===== config.mk =====
export PLATFORM = sky130hd
export DESIGN_NAME = stereo_downmix_level_meter_flat
export DESIGN_NICKNAME = d
export VERILOG_FILES = /design/src/rtl/core/sdlm_pkg.sv /design/src/rtl/core/sdlm_if.sv /design/src/rtl/core/sdlm_front.sv /design/src/rtl/core/sdlm_queue.sv /design/src/rtl/core/sdlm_div.sv /design/src/rtl/core/sdlm_back.sv /design/src/rtl/core/stereo_downmix_level_meter.sv /design/src/flat_wrapper.sv
export VERILOG_INCLUDE_DIRS = /design/src /design/src/rtl/core
export SDC_FILE = /design/constraint.sdc
export NUM_CORES = 2
export LEC_CHECK = 0
export BUFFER_PORTS_ARGS = -buffer_cell sky130_fd_sc_hd__buf_2
export CAP_MARGIN = 25
export CORE_AREA = 2 2 291 351
export CTS_BUF_LIST = sky130_fd_sc_hd__clkbuf_2
export DETAILED_ROUTE_END_ITERATION = 12
export DIE_AREA = 0 0 293 353
export GPL_TIMING_DRIVEN = 0
export PLACE_DENSITY = 0.65
export SYNTH_ARGS = -nofsm -noshare
export SYNTH_HDL_FRONTEND = slang
export SYNTH_SLANG_ARGS = --single-unit
export TNS_END_PERCENT = 30

===== constraint.sdc =====
create_clock -name clk -period 48.9 [get_ports clk]
set_input_delay 9.78 -clock clk [delete_from_list [all_inputs] [get_ports clk]]
set_output_delay 9.78 -clock clk [all_outputs]
set_load 0.03 [all_outputs]

===== src/rtl/core/stereo_downmix_level_meter_defines.svh =====
// assertion macros shared by the downmix level meter rtl
`ifndef STEREO_DOWNMIX_LEVEL_METER_DEFINES_SVH
`define STEREO_DOWNMIX_LEVEL_METER_DEFINES_SVH

// property checked on every clock edge outside reset
`define SDLM_ASSERT(label, prop, msg) \
  label: assert property (@(posedge clk) disable iff (rst) (prop)) else $error(msg);

// implication checked on every clock edge outside reset
`define SDLM_ASSERT_IMPL(label, ante, cons, msg) \
  label: assert property (@(posedge clk) disable iff (rst) (ante) |-> (cons)) else $error(msg);

`endif


===== src/rtl/core/sdlm_pkg.sv =====
// types and constants shared by the downmix level meter modules
package sdlm_pkg;

  localparam logic [15:0] CAPACITY_RESET = 16'd48000;

  localparam logic [1:0] KIND_SAMPLE = 2'd0;
  localparam logic [1:0] KIND_LEFT   = 2'd1;
  localparam logic [1:0] KIND_RIGHT  = 2'd2;
  localparam logic [1:0] KIND_MONO   = 2'd3;

  localparam logic [1:0] METER_LEFT  = 2'd0;
  localparam logic [1:0] METER_RIGHT = 2'd1;
  localparam logic [1:0] METER_MONO  = 2'd2;

  localparam int DIV_STEPS = 32;
  localparam int STEP_W    = $clog2(DIV_STEPS + 1);

  typedef struct packed {
    logic signed [15:0] low;
    logic signed [15:0] high;
    logic [31:0]        sum;
  } meter_t;

  // one queue entry per item that gives results
  typedef struct packed {
    logic               has_sample;
    logic               has_report;
    logic signed [15:0] mono;
    logic [15:0]        kept;
    logic               full;
    meter_t [2:0]       meters;
  } entry_t;

endpackage


===== src/rtl/core/sdlm_if.sv =====
// valid/ready channels for stereo frames and output records
interface frame_if;
  logic               valid;
  logic               ready;
  logic signed [15:0] left_sample;
  logic signed [15:0] right_sample;
  logic               first_frame;
  logic               last_frame;

  modport source (output valid, left_sample, right_sample, first_frame, last_frame,
                  input ready);
  modport sink (input valid, left_sample, right_sample, first_frame, last_frame,
                output ready);
endinterface

interface record_if;
  logic               valid;
  logic               ready;
  logic [1:0]         record_kind;
  logic signed [15:0] value_or_minimum;
  logic signed [15:0] peak_maximum;
  logic [15:0]        average_magnitude;
  logic [15:0]        kept_frames;
  logic               buffer_full;
  logic               last_of_run;

  modport source (output valid, record_kind, value_or_minimum, peak_maximum,
                  average_magnitude, kept_frames, buffer_full, last_of_run,
                  input ready);
  modport sink (input valid, record_kind, value_or_minimum, peak_maximum,
                average_magnitude, kept_frames, buffer_full, last_of_run,
                output ready);
endinterface


===== src/rtl/core/sdlm_front.sv =====
// front end: accepts frames, picks the mono sample and updates the meters
module sdlm_front (
  input  logic             clk,
  input  logic             rst,
  input  logic             cfg_write,
  input  logic [15:0]      cfg_data,
  frame_if.sink            frames,
  input  logic             queue_full,
  output logic             push,
  output sdlm_pkg::entry_t push_data
);
  import sdlm_pkg::*;

  function automatic logic [16:0] magnitude(input logic signed [15:0] v);
    logic [16:0] x;
    x = 17'({v[15], v});
    return v[15] ? 17'(-x) : x;
  endfunction

  function automatic meter_t meter_add(input meter_t m, input logic signed [15:0] v,
                                       input logic [16:0] mag);
    meter_t r;
    r = m;
    if ($signed(v) < $signed(m.low)) r.low = v;
    if ($signed(v) > $signed(m.high)) r.high = v;
    r.sum = m.sum + 32'(mag);
    return r;
  endfunction

  logic [15:0]        capacity;
  meter_t [2:0]       meters;
  logic [15:0]        frame_total;

  logic               accept;
  meter_t [2:0]       base;
  meter_t [2:0]       added;
  meter_t [2:0]       meters_next;
  logic [15:0]        total_base;
  logic [15:0]        total_next;
  logic               keep;
  logic [16:0]        mag_l;
  logic [16:0]        mag_r;
  logic               pick_left;
  logic signed [15:0] mono;
  logic [16:0]        mag_m;

  assign frames.ready = !queue_full;
  assign accept       = frames.valid && frames.ready;

  always_comb begin
    // a first flag clears the statistics before this frame counts
    base       = frames.first_frame ? '0 : meters;
    total_base = frames.first_frame ? '0 : frame_total;
    keep       = total_base < capacity;

    mag_l     = magnitude(frames.left_sample);
    mag_r     = magnitude(frames.right_sample);
    pick_left = mag_l >= mag_r;
    mono      = pick_left ? frames.left_sample : frames.right_sample;
    mag_m     = pick_left ? mag_l : mag_r;

    added[METER_LEFT]  = meter_add(base[METER_LEFT], frames.left_sample, mag_l);
    added[METER_RIGHT] = meter_add(base[METER_RIGHT], frames.right_sample, mag_r);
    added[METER_MONO]  = meter_add(base[METER_MONO], mono, mag_m);

    meters_next = keep ? added : base;
    total_next  = keep ? total_base + 16'd1 : total_base;

    push                  = accept && (keep || frames.last_frame);
    push_data.has_sample  = keep;
    push_data.has_report  = frames.last_frame;
    push_data.mono        = mono;
    push_data.kept        = total_next;
    push_data.full        = total_next >= capacity;
    push_data.meters      = meters_next;
  end

  always_ff @(posedge clk) begin
    if (rst) begin
      capacity    <= CAPACITY_RESET;
      meters      <= '0;
      frame_total <= '0;
    end else begin
      if (cfg_write) begin
        capacity <= cfg_data;
      end
      if (accept) begin
        meters      <= meters_next;
        frame_total <= total_next;
      end
    end
  end

endmodule


===== src/rtl/core/sdlm_queue.sv =====
// short fifo of pending work between the front and back ends
`include "stereo_downmix_level_meter_defines.svh"

module sdlm_queue #(
  parameter int DEPTH = 2
) (
  input  logic             clk,
  input  logic             rst,
  input  logic             push,
  input  sdlm_pkg::entry_t push_data,
  output logic             full,
  input  logic             pop,
  output sdlm_pkg::entry_t pop_data,
  output logic             empty
);
  import sdlm_pkg::*;

  localparam int PTR_W = $clog2(DEPTH);
  localparam int CNT_W = $clog2(DEPTH + 1);

  entry_t             slots [DEPTH];
  logic [PTR_W-1:0]   wr_ptr;
  logic [PTR_W-1:0]   rd_ptr;
  logic [CNT_W-1:0]   count;

  assign full     = count == CNT_W'(DEPTH);
  assign empty    = count == '0;
  assign pop_data = slots[rd_ptr];

  always_ff @(posedge clk) begin
    if (rst) begin
      wr_ptr <= '0;
      rd_ptr <= '0;
      count  <= '0;
    end else begin
      if (push) begin
        wr_ptr <= (wr_ptr == PTR_W'(DEPTH - 1)) ? '0 : wr_ptr + 1'b1;
      end
      if (pop) begin
        rd_ptr <= (rd_ptr == PTR_W'(DEPTH - 1)) ? '0 : rd_ptr + 1'b1;
      end
      case ({push, pop})
        2'b10:   count <= count + 1'b1;
        2'b01:   count <= count - 1'b1;
        default: count <= count;
      endcase
    end
  end

  always_ff @(posedge clk) begin
    if (push) begin
      slots[wr_ptr] <= push_data;
    end
  end

  `SDLM_ASSERT_IMPL(a_push_has_room, push, !full, "queue push while full")
  `SDLM_ASSERT_IMPL(a_pop_has_entry, pop, !empty, "queue pop while empty")

endmodule


===== src/rtl/core/sdlm_div.sv =====
// restoring divider, one quotient bit per cycle
module sdlm_div (
  input  logic        clk,
  input  logic        rst,
  input  logic        start,
  input  logic [31:0] dividend,
  input  logic [15:0] divisor,
  output logic        done,
  output logic [15:0] quotient
);
  import sdlm_pkg::*;

  logic              busy;
  logic [STEP_W-1:0] steps;
  logic [15:0]       rem;
  logic [31:0]       quo;
  logic [15:0]       den;

  logic [16:0]       trial;
  logic              fits;
  logic [16:0]       diff;

  assign trial    = {rem, quo[31]};
  assign fits     = trial >= {1'b0, den};
  assign diff     = trial - {1'b0, den};
  assign quotient = quo[15:0];

  always_ff @(posedge clk) begin
    if (rst) begin
      busy <= 1'b0;
      done <= 1'b0;
    end else begin
      done <= 1'b0;
      if (start) begin
        busy <= 1'b1;
      end else if (busy && steps == STEP_W'(1)) begin
        busy <= 1'b0;
        done <= 1'b1;
      end
    end
  end

  always_ff @(posedge clk) begin
    if (start) begin
      steps <= STEP_W'(DIV_STEPS);
      rem   <= '0;
      quo   <= dividend;
      den   <= divisor;
    end else if (busy) begin
      steps <= steps - 1'b1;
      rem   <= fits ? diff[15:0] : trial[15:0];
      quo   <= {quo[30:0], fits};
    end
  end

endmodule


===== src/rtl/core/sdlm_back.sv =====
// back end: emits the sample and report records of each queued entry
`include "stereo_downmix_level_meter_defines.svh"

module sdlm_back (
  input  logic             clk,
  input  logic             rst,
  input  logic             empty,
  input  sdlm_pkg::entry_t pop_data,
  output logic             pop,
  record_if.source         records
);
  import sdlm_pkg::*;

  localparam logic [1:0] ST_IDLE = 2'd0;
  localparam logic [1:0] ST_SEND = 2'd1;
  localparam logic [1:0] ST_DIV  = 2'd2;

  logic [1:0]         state;
  logic [1:0]         kind;
  entry_t             cur;
  logic signed [15:0] value;
  logic signed [15:0] peak;
  logic [15:0]        average;
  logic               last;

  entry_t             src;
  logic               div_start;
  logic [1:0]         div_kind;
  meter_t             div_meter;
  meter_t             rpt_meter;
  logic               div_done;
  logic [15:0]        div_q;

  always_comb begin
    pop       = 1'b0;
    div_start = 1'b0;
    div_kind  = kind + 2'd1;
    src       = cur;
    case (state)
      ST_IDLE: begin
        src = pop_data;
        if (!empty) begin
          pop = 1'b1;
          if (!pop_data.has_sample) begin
            div_start = 1'b1;
            div_kind  = KIND_LEFT;
          end
        end
      end
      ST_SEND: begin
        // after a sample, reports follow only when the item asked for them
        if (records.ready && kind != KIND_MONO && (kind != KIND_SAMPLE || cur.has_report)) begin
          div_start = 1'b1;
        end
      end
      default: ;
    endcase
    div_meter = src.meters[div_kind - 2'd1];
    rpt_meter = cur.meters[kind - 2'd1];
  end

  sdlm_div u_div (
    .clk      (clk),
    .rst      (rst),
    .start    (div_start),
    .dividend (div_meter.sum),
    .divisor  (src.kept),
    .done     (div_done),
    .quotient (div_q)
  );

  always_ff @(posedge clk) begin
    if (rst) begin
      state <= ST_IDLE;
    end else begin
      case (state)
        ST_IDLE: begin
          if (!empty) begin
            cur <= pop_data;
            if (pop_data.has_sample) begin
              kind    <= KIND_SAMPLE;
              value   <= pop_data.mono;
              peak    <= '0;
              average <= '0;
              last    <= !pop_data.has_report;
              state   <= ST_SEND;
            end else begin
              kind  <= KIND_LEFT;
              state <= ST_DIV;
            end
          end
        end
        ST_SEND: begin
          if (records.ready) begin
            if (div_start) begin
              kind  <= div_kind;
              state <= ST_DIV;
            end else begin
              state <= ST_IDLE;
            end
          end
        end
        ST_DIV: begin
          if (div_done) begin
            value   <= rpt_meter.low;
            peak    <= rpt_meter.high;
            average <= (cur.kept == '0) ? '0 : div_q;
            last    <= kind == KIND_MONO;
            state   <= ST_SEND;
          end
        end
        default: state <= ST_IDLE;
      endcase
    end
  end

  assign records.valid             = state == ST_SEND;
  assign records.record_kind       = kind;
  assign records.value_or_minimum  = value;
  assign records.peak_maximum      = peak;
  assign records.average_magnitude = average;
  assign records.kept_frames       = cur.kept;
  assign records.buffer_full       = cur.full;
  assign records.last_of_run       = last;

  `SDLM_ASSERT_IMPL(a_div_done_in_div, div_done, state == ST_DIV,
                    "divider finished outside the divide state")
  `SDLM_ASSERT_IMPL(a_last_report_is_mono,
                    records.valid && records.last_of_run && kind != KIND_SAMPLE,
                    kind == KIND_MONO, "report other than mono marked last")

endmodule


===== src/rtl/core/stereo_downmix_level_meter.sv =====
// Stereo downmix with level meter. A frame is accepted whenever the work queue
// (QUEUE_DEPTH entries) has room; frames that give no result never enter it. The
// back end pops one entry, sends the sample record of a kept frame and, for a
// frame with a last flag, the left, right and mono reports, each computed by the
// 32-step divider; it pops the next entry only when done with the last. A record
// sink that holds ready low stalls the back end.
module stereo_downmix_level_meter #(
  parameter int QUEUE_DEPTH = 2
) (
  input  logic        clk,
  input  logic        rst,
  input  logic        cfg_write,
  input  logic [15:0] cfg_data,
  frame_if.sink       frames,
  record_if.source    records
);
  import sdlm_pkg::*;

  logic   push;
  entry_t push_data;
  logic   queue_full;
  logic   pop;
  entry_t pop_data;
  logic   queue_empty;

  sdlm_front u_front (
    .clk        (clk),
    .rst        (rst),
    .cfg_write  (cfg_write),
    .cfg_data   (cfg_data),
    .frames     (frames),
    .queue_full (queue_full),
    .push       (push),
    .push_data  (push_data)
  );

  sdlm_queue #(
    .DEPTH (QUEUE_DEPTH)
  ) u_queue (
    .clk       (clk),
    .rst       (rst),
    .push      (push),
    .push_data (push_data),
    .full      (queue_full),
    .pop       (pop),
    .pop_data  (pop_data),
    .empty     (queue_empty)
  );

  sdlm_back u_back (
    .clk      (clk),
    .rst      (rst),
    .empty    (queue_empty),
    .pop_data (pop_data),
    .pop      (pop),
    .records  (records)
  );

endmodule


===== src/flat_wrapper.sv =====
// flat-port wrapper written by rule: the top's interface ports become plain ports
module stereo_downmix_level_meter_flat import sdlm_pkg::*;
#(
  parameter int QUEUE_DEPTH = 2
)
  (clk, rst, cfg_write, cfg_data, frames_valid, frames_left_sample, frames_right_sample, frames_first_frame, frames_last_frame, frames_ready, records_valid, records_record_kind, records_value_or_minimum, records_peak_maximum, records_average_magnitude, records_kept_frames, records_buffer_full, records_last_of_run, records_ready);
  frame_if frames_i ();
  record_if records_i ();
  input  logic clk;
  input  logic rst;
  input  logic cfg_write;
  input  logic [15:0] cfg_data;
  input wire logic [$bits(frames_i.valid)-1:0] frames_valid;
  input wire logic [$bits(frames_i.left_sample)-1:0] frames_left_sample;
  input wire logic [$bits(frames_i.right_sample)-1:0] frames_right_sample;
  input wire logic [$bits(frames_i.first_frame)-1:0] frames_first_frame;
  input wire logic [$bits(frames_i.last_frame)-1:0] frames_last_frame;
  output wire logic [$bits(frames_i.ready)-1:0] frames_ready;
  output wire logic [$bits(records_i.valid)-1:0] records_valid;
  output wire logic [$bits(records_i.record_kind)-1:0] records_record_kind;
  output wire logic [$bits(records_i.value_or_minimum)-1:0] records_value_or_minimum;
  output wire logic [$bits(records_i.peak_maximum)-1:0] records_peak_maximum;
  output wire logic [$bits(records_i.average_magnitude)-1:0] records_average_magnitude;
  output wire logic [$bits(records_i.kept_frames)-1:0] records_kept_frames;
  output wire logic [$bits(records_i.buffer_full)-1:0] records_buffer_full;
  output wire logic [$bits(records_i.last_of_run)-1:0] records_last_of_run;
  input wire logic [$bits(records_i.ready)-1:0] records_ready;
  assign frames_i.valid = frames_valid;
  assign frames_i.left_sample = frames_left_sample;
  assign frames_i.right_sample = frames_right_sample;
  assign frames_i.first_frame = frames_first_frame;
  assign frames_i.last_frame = frames_last_frame;
  assign frames_ready = frames_i.ready;
  assign records_valid = records_i.valid;
  assign records_record_kind = records_i.record_kind;
  assign records_value_or_minimum = records_i.value_or_minimum;
  assign records_peak_maximum = records_i.peak_maximum;
  assign records_average_magnitude = records_i.average_magnitude;
  assign records_kept_frames = records_i.kept_frames;
  assign records_buffer_full = records_i.buffer_full;
  assign records_last_of_run = records_i.last_of_run;
  assign records_i.ready = records_ready;
  stereo_downmix_level_meter #(.QUEUE_DEPTH(QUEUE_DEPTH)) u_core (.clk(clk), .rst(rst), .cfg_write(cfg_write), .cfg_data(cfg_data), .frames(frames_i), .records(records_i));
endmodule

==> impl_results.html <==
<table>
<tr><th>Metric</th><th>Value</th></tr>
<tr><th colspan="2">Status</th></tr>
<tr><td>Run status</td><td>completed</td></tr>
<tr><th colspan="2">Die</th></tr>
<tr><td>Initial cell density of the core</td><td>0.495</td></tr>
<tr><td>Overall die width</td><td>approximately 300 um</td></tr>
<tr><td>Number of ports placed on the die boundary</td><td>125</td></tr>
<tr><td>Core region area</td><td>around 100000 um^2</td></tr>
<tr><td>Full die area</td><td>~100000 um^2</td></tr>
<tr><td>Die Height</td><td>353 um</td></tr>
<tr><td>Placement row count</td><td>128</td></tr>
<tr><th colspan="2">Setup path</th></tr>
<tr><td>Gate family responsible for the most delay along the worst path</td><td>buffers and inverters</td></tr>
<tr><td>Crit path capture type</td><td>register</td></tr>
<tr><td>Worst-path cell with the longest stage delay</td><td>clkinv_1</td></tr>
<tr><td>Crit path largest cell delay</td><td>1.13 ns</td></tr>
<tr><td>Nature of the critical path startpoint</td><td>input pin</td></tr>
<tr><td>Cell occurring most often along the worst timing path</td><td>clkbuf_1</td></tr>
<tr><td>WP buf/inv</td><td>10</td></tr>
<tr><td>Required time at the worst-slack endpoint</td><td>roughly 50 ns</td></tr>
<tr><td>Data arrival time of the critical path</td><td>21.37 ns</td></tr>
<tr><td>Start-to-end type of the worst setup path</td><td>in -&gt; reg</td></tr>
<tr><td>Worst-path fanout max</td><td>10</td></tr>
<tr><th colspan="2">Drt</th></tr>
<tr><td>Average vias per placed instance</td><td>5.91</td></tr>
<tr><td>Total wirelength of the detailed-routed design</td><td>158000 um</td></tr>
<tr><td>Initial DRT Pass Iterations</td><td>5</td></tr>
<tr><td>Post-detailed-route wirelength per cell</td><td>approximately 25 um</td></tr>
<tr><td>Number of vias in the routed layout</td><td>37100</td></tr>
<tr><td>Iter 0 DRT Violations</td><td>between 3000 and 4000</td></tr>
<tr><td>DRT antenna net count</td><td>0</td></tr>
<tr><td>DRC errors left</td><td>0</td></tr>
<tr><th colspan="2">Logic synthesis</th></tr>
<tr><td>Number of cells produced by synthesis</td><td>around 4300</td></tr>
<tr><td>Sequential element share of the synthesized area</td><td>0.564</td></tr>
<tr><td>Count leader, synth</td><td>edfxtp_1</td></tr>
<tr><td>Number of different library cells in the post-synthesis netlist</td><td>89</td></tr>
<tr><td>Commonest register cell after synthesis</td><td>edfxtp_1</td></tr>
<tr><td>Top cell type by total area after synthesis</td><td>edfxtp_1</td></tr>
<tr><td>Cell area after technology mapping</td><td>~50000 um^2</td></tr>
<tr><td>Dominant cells by area after synthesis</td><td>edfxtp_1, dfxtp_1, mux2_2</td></tr>
<tr><td>Flops &amp; latches, synth</td><td>just over 1000</td></tr>
<tr><td>Number of flops mapped to enable cells by yosys</td><td>approximately 760</td></tr>
<tr><td>Yosys warning total</td><td>0</td></tr>
<tr><td>Post-synthesis area per instance</td><td>roughly 11 um^2</td></tr>
<tr><td>Commonest cells post-synth</td><td>edfxtp_1, nor2_1, nand2_1, a21oi_1, dfxtp_1</td></tr>
<tr><td>Proportion of netlist area held by the largest area contributor</td><td>0.461</td></tr>
<tr><td>Async S/R FF share, synth</td><td>0</td></tr>
<tr><th colspan="2">GRT</th></tr>
<tr><td>Total gr overflow</td><td>0</td></tr>
<tr><td>Global-route usage over all layers</td><td>0.303</td></tr>
<tr><td>Vias in the first global route</td><td>36500</td></tr>
<tr><td>Pin count of the biggest net entering global routing</td><td>31</td></tr>
<tr><td>Initial antenna violation count</td><td>4</td></tr>
<tr><td>Global-route wire length before repair</td><td>between 200000 and 250000 um</td></tr>
<tr><th colspan="2">Placement</th></tr>
<tr><td>I/O Buffers</td><td>approximately 120</td></tr>
<tr><td>Detailed placer's ending HPWL</td><td>~120000 um</td></tr>
<tr><td>Placement-stage cell area</td><td>roughly 53000 um^2</td></tr>
<tr><td>Final GP Congestion</td><td>just over 1</td></tr>
<tr><th colspan="2">Job</th></tr>
<tr><td>Max-cap viol count</td><td>0</td></tr>
<tr><th colspan="2">CTS</th></tr>
<tr><td>Number of buffers inserted during clock tree synthesis</td><td>240</td></tr>
<tr><td>TritonCTS clock tree</td><td>done</td></tr>
<tr><td>Setup Fix Bufs, Post-CTS</td><td>0</td></tr>
<tr><td>Number of H-tree levels</td><td>4</td></tr>
<tr><td>Source-to-sink clock delay at the later pin of the worst-skew pair</td><td>1.72 ns</td></tr>
<tr><td>Root Buffer</td><td>clkbuf_2</td></tr>
<tr><td>Clock slew at the register clock pins of the worst setup and hold paths</td><td>about 0.11 ns</td></tr>
<tr><td>Maximum clock path buffer count</td><td>3</td></tr>
<tr><td>Hold-fix buffer count after cts</td><td>0</td></tr>
<tr><td>Post_cts resized</td><td>0</td></tr>
<tr><td>Clock sink total</td><td>between 1000 and 1500</td></tr>
<tr><th colspan="2">Power and ir drop</th></tr>
<tr><td>Power density over cell area</td><td>about 52 nW/um^2</td></tr>
<tr><td>Maximum ir drop on the vdd rail</td><td>about 0.000027 V</td></tr>
<tr><td>Static leakage power</td><td>20.8 nW</td></tr>
<tr><th colspan="2">STA</th></tr>
<tr><td>Max Fclk</td><td>between 0.04 and 0.05 GHz</td></tr>
<tr><td>Accumulated negative setup slack</td><td>0 ns</td></tr>
<tr><td>RSZ-0062 raised after global routing</td><td>false</td></tr>
<tr><td>Max-slew violations</td><td>0</td></tr>
<tr><td>Worst hold margin</td><td>between 0.4 and 0.5 ns</td></tr>
<tr><td>Shortest period the worst path allows</td><td>around 20 ns</td></tr>
<tr><td>Transition at the pin with the smallest max-transition slack</td><td>1.18 ns</td></tr>
<tr><td>Number of hold-slack violations in the final timing report</td><td>0</td></tr>
<tr><td>Final setup skew</td><td>0.144 ns</td></tr>
<tr><td>Final number of setup-violating endpoints</td><td>0</td></tr>
<tr><td>Final critical-path share of the clock period</td><td>0.410</td></tr>
<tr><td>Headroom to the max-slew limit</td><td>0.213</td></tr>
<tr><th colspan="2">Layout</th></tr>
<tr><td>Final Net Count</td><td>between 5000 and 6000</td></tr>
<tr><td>Share of final-layout standard cells stronger than drive strength 1</td><td>0.187</td></tr>
<tr><td>Number of fill cells in the layout</td><td>around 8700</td></tr>
<tr><td>Post-Layout Inst Area</td><td>roughly 55000 um^2</td></tr>
<tr><td>Area Overhead vs Synth</td><td>11.1%</td></tr>
<tr><th colspan="2">Worst hold path</th></tr>
<tr><td>Worst min path class</td><td>reg -&gt; reg</td></tr>
</table>
## state kept, by name, summed over array words and instances (netlist names), 32 cells and up, named ones only
name and cells:
u_core.u_back.cur 193, u_core.u_front.meters 192, u_core.u_back.u_div.quo 32, u_core.u_queue.slots 454
## metal layers
layer,track usage,part of all wire,vias to the layer above
met5,0,0.00023,-
met1,0.385,0.40,18000
li1,-,-,16900
met2,0.474,0.46,1753
met3,0.0736,0.086,413
met4,0.174,0.060,2
## per-stage QoR
step	total power, mW	utilization	worst slack [ns]	instances
floorplan	1.96	-	23.31	4329
global placement	2.33	0.518	13.64	5752
detailed placement	2.30	0.526	27.67	5805
CTS	2.88	0.549	29.48	6263
global route	3.03	0.550	29.10	6272
finish	2.88	0.550	28.85	6278
## final timing paths
| check | startpoint | endpoint | slack (ns) | depth (start not counted) |
|---|---|---|---|---|
| min reg2reg | u_core.u_front.meters[140]$_SDFFE_PP0P_ | u_core.u_front.meters[140]$_SDFFE_PP0P_ | 0.46 | 2 |
| min | u_core.u_front.meters[140]$_SDFFE_PP0P_ | u_core.u_front.meters[140]$_SDFFE_PP0P_ | 0.46 | 2 |
| max | frames_first_frame | u_core.u_queue.slots[0][192]$_DFFE_PP_ | 28.85 | 28 |
| max reg2reg | u_core.u_front.frame_total[1]$_SDFFE_PP0P_ | u_core.u_queue.slots[0][192]$_DFFE_PP_ | 41.08 | 25 |
## cells by family (layout without fill, tap and decap cells)
kind of cell,Yosys count,after routing,synth area share
compound gates,870,870,0.116
xor+xnor,141,141,0.0250
fa+ha+maj,214,214,0.0543
buf+inv,422,1060,0.0335
flops,1018,1018,0.564
mux,375,375,0.0891
other cells,2,16,0.000151
simple gates,1284,1284,0.118
## layout make-up
cell class              count  area [um^2]  share of cell area
clock buffers             372         1860              0.0337
inverters                 162          609              0.0110
well taps                1300         1630              0.0295
repair buffers            180         1470              0.0266
clock inverters            86          480             0.00870
multi-input cells        2889        20100               0.364
flip-flops and latches   1018        28000               0.507
diodes                     11         27.5            0.000498
plain buffers             260         1050              0.0191
## tightest hold or removal path, stage by stage, from the launching register on
cell	delay, ns
dfxtp_1	0.32
nand2_1	0.05
a21oi_1	0.05
## cell usage in the layout, fill, tap and decap left out, types with 37 or more instances in the layout
cell,Yosys,layout
ha_1,206,206
a21o_1,46,46
nand3_1,65,65
nor3_1,89,87
clkbuf_1,184,184
nor2_1,438,436
buf_2,6,130
buf_1,52,52
mux2_2,252,252
clkinv_1,2,67
o21ai_0,178,178
edfxtp_1,763,763
a21oi_1,259,258
nand2_1,386,386
xnor2_1,96,96
dfxtp_1,255,255
a22o_1,37,37
clkbuf_2,0,372
xor2_1,44,44
nor2b_1,112,112
or3_1,40,40
inv_1,158,158
mux2i_1,94,94
## power by group
group | switching [mW] | internal, mW | total (mW) | leakage [nW]
Sequential | 0.0519 | 1.16 | 1.21 | 9.26
Clock | 0.355 | 0.225 | 0.580 | 1.77
Combinational | 0.692 | 0.393 | 1.08 | 9.75
(Power assumes the default switching activity.)
